===== src/hdl/multibyte_delimiter_splitter_core_defines.svh =====
// Assertion macros used by the splitter back end.
// Each macro expects a clk and an arst_n in scope.
`ifndef MULTIBYTE_DELIMITER_SPLITTER_CORE_DEFINES_SVH
`define MULTIBYTE_DELIMITER_SPLITTER_CORE_DEFINES_SVH

// Same-cycle implication, checked outside reset
`define MBDS_ASSERT_IMP(label, ante, cons, msg) \
	label: assert property (@(posedge clk) disable iff (!arst_n) (ante) |-> (cons)) \
		else $error(msg);

// Next-cycle implication, checked outside reset
`define MBDS_ASSERT_NXT(label, ante, cons, msg) \
	label: assert property (@(posedge clk) disable iff (!arst_n) (ante) |=> (cons)) \
		else $error(msg);

`endif


===== src/hdl/mbds_pkg.sv =====
package mbds_pkg;

	// Largest separator length and derived sizes
	localparam int SEP_MAX     = 8;
	localparam int BYTE_W      = 8;
	localparam int LEN_W       = 4;
	localparam int SEP_W       = 64;
	localparam int SEP_NBYTES  = (SEP_MAX < SEP_W / BYTE_W) ? SEP_MAX : SEP_W / BYTE_W;
	localparam int EFF_W       = $clog2(SEP_MAX + 1);
	localparam int WIN_DEPTH   = (SEP_MAX > 1) ? SEP_MAX - 1 : 1;
	localparam int FILL_W      = (SEP_MAX > 1) ? $clog2(SEP_MAX) : 1;

	// Command queue between front and back
	localparam int QUEUE_DEPTH = 4;
	localparam int QPTR_W      = $clog2(QUEUE_DEPTH);

	// Configuration register indexes
	localparam int CFG_IDX_W = 1;
	localparam logic [CFG_IDX_W-1:0] CFG_SEP_LEN   = 1'b0;
	localparam logic [CFG_IDX_W-1:0] CFG_SEP_BYTES = 1'b1;

	// Result kinds
	typedef enum logic [1:0] {
		KIND_DATA = 2'd0,
		KIND_EOT  = 2'd1,
		KIND_EOS  = 2'd2
	} kind_t;

	// One classified input: up to one leading result, a window flush and the end results
	typedef struct packed {
		logic                                first_vld;
		logic                                first_eot;
		logic [BYTE_W-1:0]                   first_byte;
		logic [FILL_W-1:0]                   flush_cnt;
		logic [WIN_DEPTH-1:0][BYTE_W-1:0]    flush;
		logic                                str_end;
		logic                                close;
	} cmd_t;

endpackage


===== src/hdl/mbds_front.sv =====
module mbds_front (
	input  logic                              clk,
	input  logic                              arst_n,
	// input transfer
	input  logic                              in_vld,
	output logic                              in_rdy,
	input  logic [mbds_pkg::BYTE_W-1:0]       in_byte,
	input  logic                              has_byte,
	input  logic                              string_end,
	// configuration writes
	input  logic                              cfg_we,
	input  logic [mbds_pkg::CFG_IDX_W-1:0]    cfg_idx,
	input  logic [mbds_pkg::SEP_W-1:0]        cfg_wdata,
	// command queue write side
	output logic                              q_push,
	output mbds_pkg::cmd_t                    q_data,
	input  logic                              q_full
);
	import mbds_pkg::*;

	logic [LEN_W-1:0]                  sep_len_q;
	logic [SEP_W-1:0]                  sep_bytes_q;
	logic [WIN_DEPTH-1:0][BYTE_W-1:0]  win_q;
	logic [FILL_W-1:0]                 fill_q;
	logic                              tok_q;

	logic [EFF_W-1:0]                  len;
	logic [SEP_MAX-1:0][BYTE_W-1:0]    sep_b;
	logic [SEP_MAX-1:0][BYTE_W-1:0]    cand;
	logic                              hit;
	logic                              full;
	logic                              accept;
	logic [WIN_DEPTH-1:0][BYTE_W-1:0]  win_n;
	logic [FILL_W-1:0]                 fill_n;
	logic                              tok_n;
	cmd_t                              cmd;

	assign in_rdy = !q_full;
	assign accept = in_vld && in_rdy;

	// Effective length, saturated at SEP_MAX
	assign len = (int'(sep_len_q) > SEP_MAX) ? EFF_W'(SEP_MAX) : EFF_W'(sep_len_q);

	// Window plus incoming byte, compared with the separator in parallel
	always_comb begin
		sep_b = '0;
		for (int i = 0; i < SEP_NBYTES; i++) sep_b[i] = sep_bytes_q[BYTE_W*i +: BYTE_W];
		for (int i = 0; i < SEP_MAX; i++) cand[i] = in_byte;
		for (int i = 0; i < WIN_DEPTH; i++)
			if (i < int'(fill_q)) cand[i] = win_q[i];
		hit = 1'b1;
		for (int i = 0; i < SEP_MAX; i++)
			if (i < int'(len) && cand[i] != sep_b[i]) hit = 1'b0;
		full = (EFF_W'(fill_q) + EFF_W'(1)) == len;
	end

	// Classify the transfer and work out the next window state
	always_comb begin
		win_n  = win_q;
		fill_n = fill_q;
		tok_n  = tok_q;
		cmd    = '0;
		if (has_byte) begin
			if (len == '0) begin
				cmd.first_vld  = 1'b1;
				cmd.first_byte = in_byte;
				tok_n          = 1'b1;
			end else if (!full) begin
				for (int i = 0; i < WIN_DEPTH; i++)
					if (i == int'(fill_q)) win_n[i] = in_byte;
				fill_n = fill_q + FILL_W'(1);
			end else if (hit) begin
				fill_n = '0;
				if (tok_q) begin
					cmd.first_vld = 1'b1;
					cmd.first_eot = 1'b1;
					tok_n         = 1'b0;
				end
			end else begin
				// oldest byte can no longer start a match
				cmd.first_vld  = 1'b1;
				cmd.first_byte = cand[0];
				for (int i = 0; i < WIN_DEPTH; i++) win_n[i] = cand[i+1];
				tok_n = 1'b1;
			end
		end
		if (string_end) begin
			cmd.str_end   = 1'b1;
			cmd.flush_cnt = fill_n;
			cmd.flush     = win_n;
			cmd.close     = tok_n || (fill_n != '0) || (len == '0);
			fill_n        = '0;
			tok_n         = 1'b0;
		end
	end

	assign q_push = accept && (cmd.first_vld || cmd.str_end);
	assign q_data = cmd;

	// Configuration and window state
	always_ff @(posedge clk or negedge arst_n) begin
		if (!arst_n) begin
			sep_len_q   <= '0;
			sep_bytes_q <= '0;
			fill_q      <= '0;
			tok_q       <= 1'b0;
		end else if (cfg_we) begin
			if (cfg_idx == CFG_SEP_LEN) begin
				sep_len_q <= cfg_wdata[LEN_W-1:0];
				fill_q    <= '0;
			end else if (cfg_idx == CFG_SEP_BYTES) begin
				sep_bytes_q <= cfg_wdata;
			end
		end else if (accept) begin
			fill_q <= fill_n;
			tok_q  <= tok_n;
		end
	end

	// Window bytes carry no reset
	always_ff @(posedge clk) begin
		if (accept) win_q <= win_n;
	end

endmodule


===== src/hdl/mbds_queue.sv =====
module mbds_queue (
	input  logic             clk,
	input  logic             arst_n,
	input  logic             push,
	input  mbds_pkg::cmd_t   wr_data,
	output logic             full,
	input  logic             pop,
	output logic             rd_vld,
	output mbds_pkg::cmd_t   rd_data
);
	import mbds_pkg::*;

	cmd_t               ent_q [QUEUE_DEPTH];
	logic [QPTR_W-1:0]  wr_ptr_q;
	logic [QPTR_W-1:0]  rd_ptr_q;
	logic [QPTR_W:0]    cnt_q;
	logic               do_push;
	logic               do_pop;

	assign full    = cnt_q == (QPTR_W+1)'(QUEUE_DEPTH);
	assign rd_vld  = cnt_q != '0;
	assign rd_data = ent_q[rd_ptr_q];
	assign do_push = push && !full;
	assign do_pop  = pop && rd_vld;

	// Pointers and occupancy
	always_ff @(posedge clk or negedge arst_n) begin
		if (!arst_n) begin
			wr_ptr_q <= '0;
			rd_ptr_q <= '0;
			cnt_q    <= '0;
		end else begin
			if (do_push) wr_ptr_q <= wr_ptr_q + QPTR_W'(1);
			if (do_pop)  rd_ptr_q <= rd_ptr_q + QPTR_W'(1);
			if (do_push && !do_pop)      cnt_q <= cnt_q + (QPTR_W+1)'(1);
			else if (do_pop && !do_push) cnt_q <= cnt_q - (QPTR_W+1)'(1);
		end
	end

	// Entry storage
	always_ff @(posedge clk) begin
		if (do_push) ent_q[wr_ptr_q] <= wr_data;
	end

endmodule


===== src/hdl/mbds_back.sv =====
module mbds_back (
	input  logic                          clk,
	input  logic                          arst_n,
	// command queue read side
	input  logic                          q_vld,
	input  mbds_pkg::cmd_t                q_data,
	output logic                          q_pop,
	// result transfer
	output logic                          out_vld,
	input  logic                          out_rdy,
	output mbds_pkg::kind_t               kind,
	output logic [mbds_pkg::BYTE_W-1:0]   out_byte,
	output logic                          run_last
);
	import mbds_pkg::*;

	`include "multibyte_delimiter_splitter_core_defines.svh"

	cmd_t  cur_q;
	logic  cur_vld_q;
	cmd_t  cur_n;
	logic  fire;
	logic  take;

	// Pick the next result of the current command and what remains after it
	always_comb begin
		cur_n    = cur_q;
		kind     = KIND_EOS;
		out_byte = '0;
		if (cur_q.first_vld) begin
			kind            = cur_q.first_eot ? KIND_EOT : KIND_DATA;
			out_byte        = cur_q.first_eot ? '0 : cur_q.first_byte;
			cur_n.first_vld = 1'b0;
		end else if (cur_q.flush_cnt != '0) begin
			kind     = KIND_DATA;
			out_byte = cur_q.flush[0];
			for (int i = 0; i < WIN_DEPTH - 1; i++) cur_n.flush[i] = cur_q.flush[i+1];
			cur_n.flush_cnt = cur_q.flush_cnt - FILL_W'(1);
		end else if (cur_q.close) begin
			kind        = KIND_EOT;
			cur_n.close = 1'b0;
		end else begin
			cur_n.str_end = 1'b0;
		end
		run_last = !(cur_n.first_vld || cur_n.flush_cnt != '0 || cur_n.close || cur_n.str_end);
	end

	assign out_vld = cur_vld_q;
	assign fire    = out_vld && out_rdy;
	assign take    = !cur_vld_q || (fire && run_last);
	assign q_pop   = take && q_vld;

	// Command being expanded
	always_ff @(posedge clk or negedge arst_n) begin
		if (!arst_n) begin
			cur_vld_q <= 1'b0;
		end else if (take) begin
			cur_vld_q <= q_vld;
		end
	end

	always_ff @(posedge clk) begin
		if (take)      cur_q <= q_data;
		else if (fire) cur_q <= cur_n;
	end

	`MBDS_ASSERT_IMP(a_cmd_nonempty, cur_vld_q,
		cur_q.first_vld || cur_q.flush_cnt != '0 || cur_q.close || cur_q.str_end,
		"held command has no result left")
	`MBDS_ASSERT_IMP(a_close_with_end, cur_vld_q && cur_q.close, cur_q.str_end,
		"token close pending without string end")
	`MBDS_ASSERT_IMP(a_eos_is_last, cur_vld_q && kind == KIND_EOS, run_last,
		"end of string is not the last result of its input")
	`MBDS_ASSERT_NXT(a_drain_idle, fire && run_last && !q_vld, !cur_vld_q,
		"result side still valid after draining an empty queue")

endmodule


===== src/hdl/multibyte_delimiter_splitter_core.sv =====
// Multibyte delimiter splitter. Splits a byte stream into tokens at a configured separator of
// up to 8 bytes (leftmost-first, non-overlapping; empty tokens dropped); with separator length
// zero the whole string is one token. One input transfer is taken per cycle while the 4-entry
// command queue has room. Each input yields 0 to fill+3 results (at most 10), delivered one per
// cycle while the result side accepts them; the queue absorbs those bursts and only a full
// queue holds the input side. Registers must be written only while the block is idle; the
// block itself does not enforce this. A write of the separator length discards bytes still
// held in the look-behind window. No clearing pass follows reset.
module multibyte_delimiter_splitter_core (
	input  logic                              clk,
	input  logic                              arst_n,
	// input stream
	input  logic                              s_tvalid,
	output logic                              s_tready,
	input  logic [7:0]                        s_tdata,   // [7:0] in_byte
	input  logic [0:0]                        s_tuser,   // [0] has_byte
	input  logic                              s_tlast,   // string_end
	// result stream
	output logic                              m_tvalid,
	input  logic                              m_tready,
	output logic [7:0]                        m_tdata,   // [7:0] out_byte
	output logic [1:0]                        m_tuser,   // [1:0] kind
	output logic                              m_tlast,   // run_last
	// configuration
	input  logic                              cfg_we,
	input  logic [mbds_pkg::CFG_IDX_W-1:0]    cfg_idx,
	input  logic [mbds_pkg::SEP_W-1:0]        cfg_wdata
);
	import mbds_pkg::*;

	logic   q_push;
	logic   q_full;
	logic   q_pop;
	logic   q_vld;
	cmd_t   q_wr;
	cmd_t   q_rd;
	kind_t  kind;

	// Front: window compare and classification
	mbds_front u_front (
		.clk        (clk),
		.arst_n     (arst_n),
		.in_vld     (s_tvalid),
		.in_rdy     (s_tready),
		.in_byte    (s_tdata),
		.has_byte   (s_tuser[0]),
		.string_end (s_tlast),
		.cfg_we     (cfg_we),
		.cfg_idx    (cfg_idx),
		.cfg_wdata  (cfg_wdata),
		.q_push     (q_push),
		.q_data     (q_wr),
		.q_full     (q_full)
	);

	// Command queue
	mbds_queue u_queue (
		.clk     (clk),
		.arst_n  (arst_n),
		.push    (q_push),
		.wr_data (q_wr),
		.full    (q_full),
		.pop     (q_pop),
		.rd_vld  (q_vld),
		.rd_data (q_rd)
	);

	// Back: result sequencing
	mbds_back u_back (
		.clk      (clk),
		.arst_n   (arst_n),
		.q_vld    (q_vld),
		.q_data   (q_rd),
		.q_pop    (q_pop),
		.out_vld  (m_tvalid),
		.out_rdy  (m_tready),
		.kind     (kind),
		.out_byte (m_tdata),
		.run_last (m_tlast)
	);

	assign m_tuser = kind;

endmodule

===== config.mk =====
export PLATFORM = sky130hd
export DESIGN_NAME = multibyte_delimiter_splitter_core
export DESIGN_NICKNAME = d
export VERILOG_FILES = /design/src/hdl/mbds_pkg.sv /design/src/hdl/mbds_front.sv /design/src/hdl/mbds_queue.sv /design/src/hdl/mbds_back.sv /design/src/hdl/multibyte_delimiter_splitter_core.sv
export VERILOG_INCLUDE_DIRS = /design/src /design/src/hdl
export SDC_FILE = /design/constraint.sdc
export NUM_CORES = 1
export LEC_CHECK = 0
export BUFFER_PORTS_ARGS = -buffer_cell sky130_fd_sc_hd__buf_4
export CAP_MARGIN = 20
export CORE_ASPECT_RATIO = 0.7
export CORE_MARGIN = 5
export CORE_UTILIZATION = 60
export DETAILED_ROUTE_END_ITERATION = 12
export PLACE_DENSITY = 0.78
export SETUP_SLACK_MARGIN = 0.05
export SYNTH_ARGS = -nofsm -noshare
export SYNTH_HDL_FRONTEND = slang
export SYNTH_SLANG_ARGS = --single-unit

===== constraint.sdc =====
create_clock -name clk -period 5.6 [get_ports clk]
set_input_delay 0.56 -clock clk [delete_from_list [all_inputs] [get_ports clk]]
set_output_delay 0.56 -clock clk [all_outputs]
set_load 0.02 [all_outputs]

==> flow_metrics.tcl <==
set metrics [dict create \
    cts.reportedPaths.clkPinSlew_ps 70 \
    grt_setup_unrepaired "false" \
    drive_gt1_share_pct 23.2 \
    ys_seq_area_share_pct 63.2 \
    synth.avg_cell_area_sq_um 14.4 \
    ys_warn_count 0 \
    h-tree-depth 2 \
    n_fill_cell 2531 \
    setup_violations 0 \
    layout.nets 1738 \
    syn_area_sq_um 22700 \
    layout_setup_ws_ps 814 \
    pre_cts_slack_ps 856 \
    hold_viol 0 \
    cts_sinks 491 \
    dpl.hpwl_mm 40.0 \
    crit_path_start_kind "register" \
    postSynthCellCount 1578 \
    powerDensity_nw_per_um2 430 \
    die_w_microns 243 \
    setup_tns_ps 0 \
    cts-root-buf "clkbuf_16" \
    track_usage_pct 28.3 \
    ctsResizeCount 0 \
    ys.flop_type "edfxtp_1" \
    rows 59 \
    power_leakage_nw 9.20 \
    antenna_found_initial 1 \
    grt_overflow_total 0 \
    io_buffers 92 \
    cts_tree "done" \
    synth.distinct_cells 88 \
    ir_worst_vdd_mv 0.367 \
    timing.fmax_mhz 209 \
    drcViolationCount 0 \
    fin_crit_ps 4790 \
    seq_area_sq_um 14300 \
    status "completed" \
    ios 93 \
    cts_max_path_buffers 3 \
    numCtsBuffers 46 \
    cp_data_arrival_time_ps 5070 \
    finalCritPeriodShare_pct 85.5 \
    numPlacedInstances 2083 \
    worstPathRequired_ps 5890 \
    post_cts_buffers 0 \
    synth_nets 1671 \
    die_area_sq_um 41900 \
    crit_type "register to register" \
    worstPathMaxFanout 15 \
    drv_slew 0 \
    die_h_microns 173 \
    via_count 14329 \
    synth_edf_count 411 \
    grt_pass1_wl_mm 90.1 \
    start_util_pct 60.9 \
    gp_congestion 1.02 \
    drt-pass1-iter-count 7 \
    syn2layout_area_growth_pct 11.6 \
    detail_route.vias_per_cell 6.60 \
    grt_max_degree 71 \
    max-slew-margin-rel_pct 26.8 \
    grt_pass1_vias 14205 \
    hold_buffers 1 \
    multi_input_area_sq_um 7720 \
    clk_latency_ps 590 \
    cap_violations 0 \
    drt-total-wl_mm 59.9 \
    fp.coreArea_sq_um 37300 \
    ys_ff_latch 491 \
    worstMarginPinSlew_ps 1090 \
    instances_no_fill 2171 \
    ant_nets 0 \
    worstHoldPathType "input pin to register" \
    cp-end-kind "register" \
    ys_async_sr_fraction_pct 16.3 \
    drt_iter0_drc 1988 \
    drt-wirelength-per-cell_microns 27.6 \
    finClkSkew_ps 23.7 \
]
## placed cells by master (no fill, tap or decap), types with 10 or more instances in the layout
cell and count:
edfxtp_1 411, nand2_1 160, buf_4 115, dfrtp_1 78, mux2_2 77, o21ai_0 72
mux4_2 71, inv_1 58, nor2_1 55, clkbuf_16 48, mux2i_1 46, a21oi_1 41
xnor2_1 37, and2_1 32, o211a_1 27, xor2_1 25, o22ai_1 22, a22o_1 16
nor3_1 16, a211oi_1 15, a31oi_1 13, nand3_1 13, o21a_1 12, ha_1 12
nand2b_1 10, clkinv_1 10
## cell usage after synthesis, types with 4 or more instances
cell / instances / area share, %
buf_4: 6 / 0.20
a211oi_1: 15 / 0.50
mux4_2: 71 / 7.0
or3_1: 7 / 0.19
o32a_1: 6 / 0.26
a221oi_1: 7 / 0.27
xnor2_1: 37 / 1.4
ha_1: 12 / 0.66
clkbuf_1: 73 / 1.2
or2_2: 8 / 0.22
nor2_1: 55 / 0.91
inv_1: 59 / 0.98
xor2_1: 25 / 0.96
buf_1: 5 / 0.083
o21a_1: 12 / 0.40
nand3_1: 13 / 0.29
o41ai_1: 4 / 0.15
a221oi_2: 6 / 0.40
o22ai_1: 22 / 0.61
a2111oi_2: 4 / 0.26
and2_1: 36 / 0.99
nand2b_1: 10 / 0.28
mux2_2: 77 / 3.8
buf_2: 15 / 0.33
a21o_1: 5 / 0.17
a31oi_1: 13 / 0.36
mux2i_1: 46 / 2.0
o21ai_0: 72 / 1.6
a21oi_1: 41 / 0.90
dfrtp_1: 80 / 8.8
o211a_1: 27 / 1.2
edfxtp_1: 411 / 54
o2111a_1: 7 / 0.35
a32oi_1: 7 / 0.27
nor4_1: 8 / 0.22
nand2_1: 162 / 2.7
o31ai_1: 6 / 0.20
nor3_1: 16 / 0.35
a22o_1: 16 / 0.62
## cells by family (layout without fill, tap and decap cells)
group                      Yosys count  count (layout)  synth area share, %
DFF                                491             491                 63.2
and+or+nand+nor                    335             335                 7.01
AOI/OAI and AO/OA                  319             319                 10.7
muxes                              196             196                 13.0
buffers and inverters              162             266                 2.96
xor gates and xnor gates            62              62                 2.39
adders and majority gates           13              13                0.749
other                                0               1                    0
## critical path: stages, from the launching register on
cell and delay (ps):
dfrtp_1 620, o21ai_2 820, mux2i_1 360, a2bb2oi_1 180, o2111ai_1 130, o32a_1 400
or4_4 590, o21ai_2 540, o22ai_1 230, a211oi_1 600
## report_power, final
group / switching [mW] / total (mW) / leakage (nW) / internal [mW]
registers: 0.500 / 5.28 / 4.78 / 4.78
logic: 1.45 / 2.57 / 3.70 / 1.12
clock network: 1.37 / 3.05 / 0.716 / 1.68
total: 3.32 / 10.9 / 9.20 / 7.57
## per-stage QoR
step                total power, mW  instance area [sq um]  util, %  hold slack [ps]
global route                   11.3                  25300     68.0              208
floorplan                      6.95                  22700        -              264
CTS                            10.9                  25300     67.9              200
finish                         10.9                  25300     68.0              214
global placement               7.79                  23800     64.0              500
detailed placement             7.87                  23800     64.0              502
## cell type report
| type | count | share of cell area (%) |
|---|---|---|
| sequential | 491 | 56.6 |
| multi-input combinational | 925 | 30.5 |
| clock buffer | 60 | 5.08 |
| timing repair buffer | 121 | 3.81 |
| tap | 488 | 2.41 |
| inverter | 60 | 0.889 |
| clock inverter | 25 | 0.701 |
| antenna | 1 | 0.00988 |
## per-layer routing
metal | track usage [%] | vias to the layer above | routed length, microns
met5 | 1.70 | - | 105
met4 | 7.68 | 3 | 1620
met3 | 8.09 | 119 | 6370
met2 | 41.3 | 832 | 26500
met1 | 42.1 | 7167 | 25300
li1 | - | 6208 | -
## worst paths after layout
check / start / end / slack [ps] / cells after the start
max in group asynchronous: arst_n / u_queue.rd_ptr_q[0] / 4060 / 3
hold reg to reg: u_front.sep_b[62] / u_front.sep_b[62] / 530 / 1
hold / removal: cfg_wdata[54] / u_front.sep_b[54] / 210 / 2
min in group asynchronous: arst_n / u_front.sep_b[27] / 450 / 2
setup reg to reg: u_front.fill_q[1] / u_queue.ent_q[2][44] / 810 / 9
setup / recovery: u_front.fill_q[1] / u_queue.ent_q[2][44] / 810 / 9
## sequential cells by signal (all words and copies together) (netlist names), 2 cells and up
| signal | flops |
|---|---|
| u_front.fill_q | 3 |
| u_queue.wr_ptr_q | 2 |
| u_front.win_q | 56 |
| u_queue.ent_q | 284 |
| u_front.sep_b | 64 |
| u_queue.rd_ptr_q | 2 |
| u_back.cur_n | 17 |
| u_queue.cnt_q | 3 |
| u_back.cur_q | 54 |
| u_front.sep_len_q | 4 |
No activity file was read; power rests on OpenSTA's default activity.
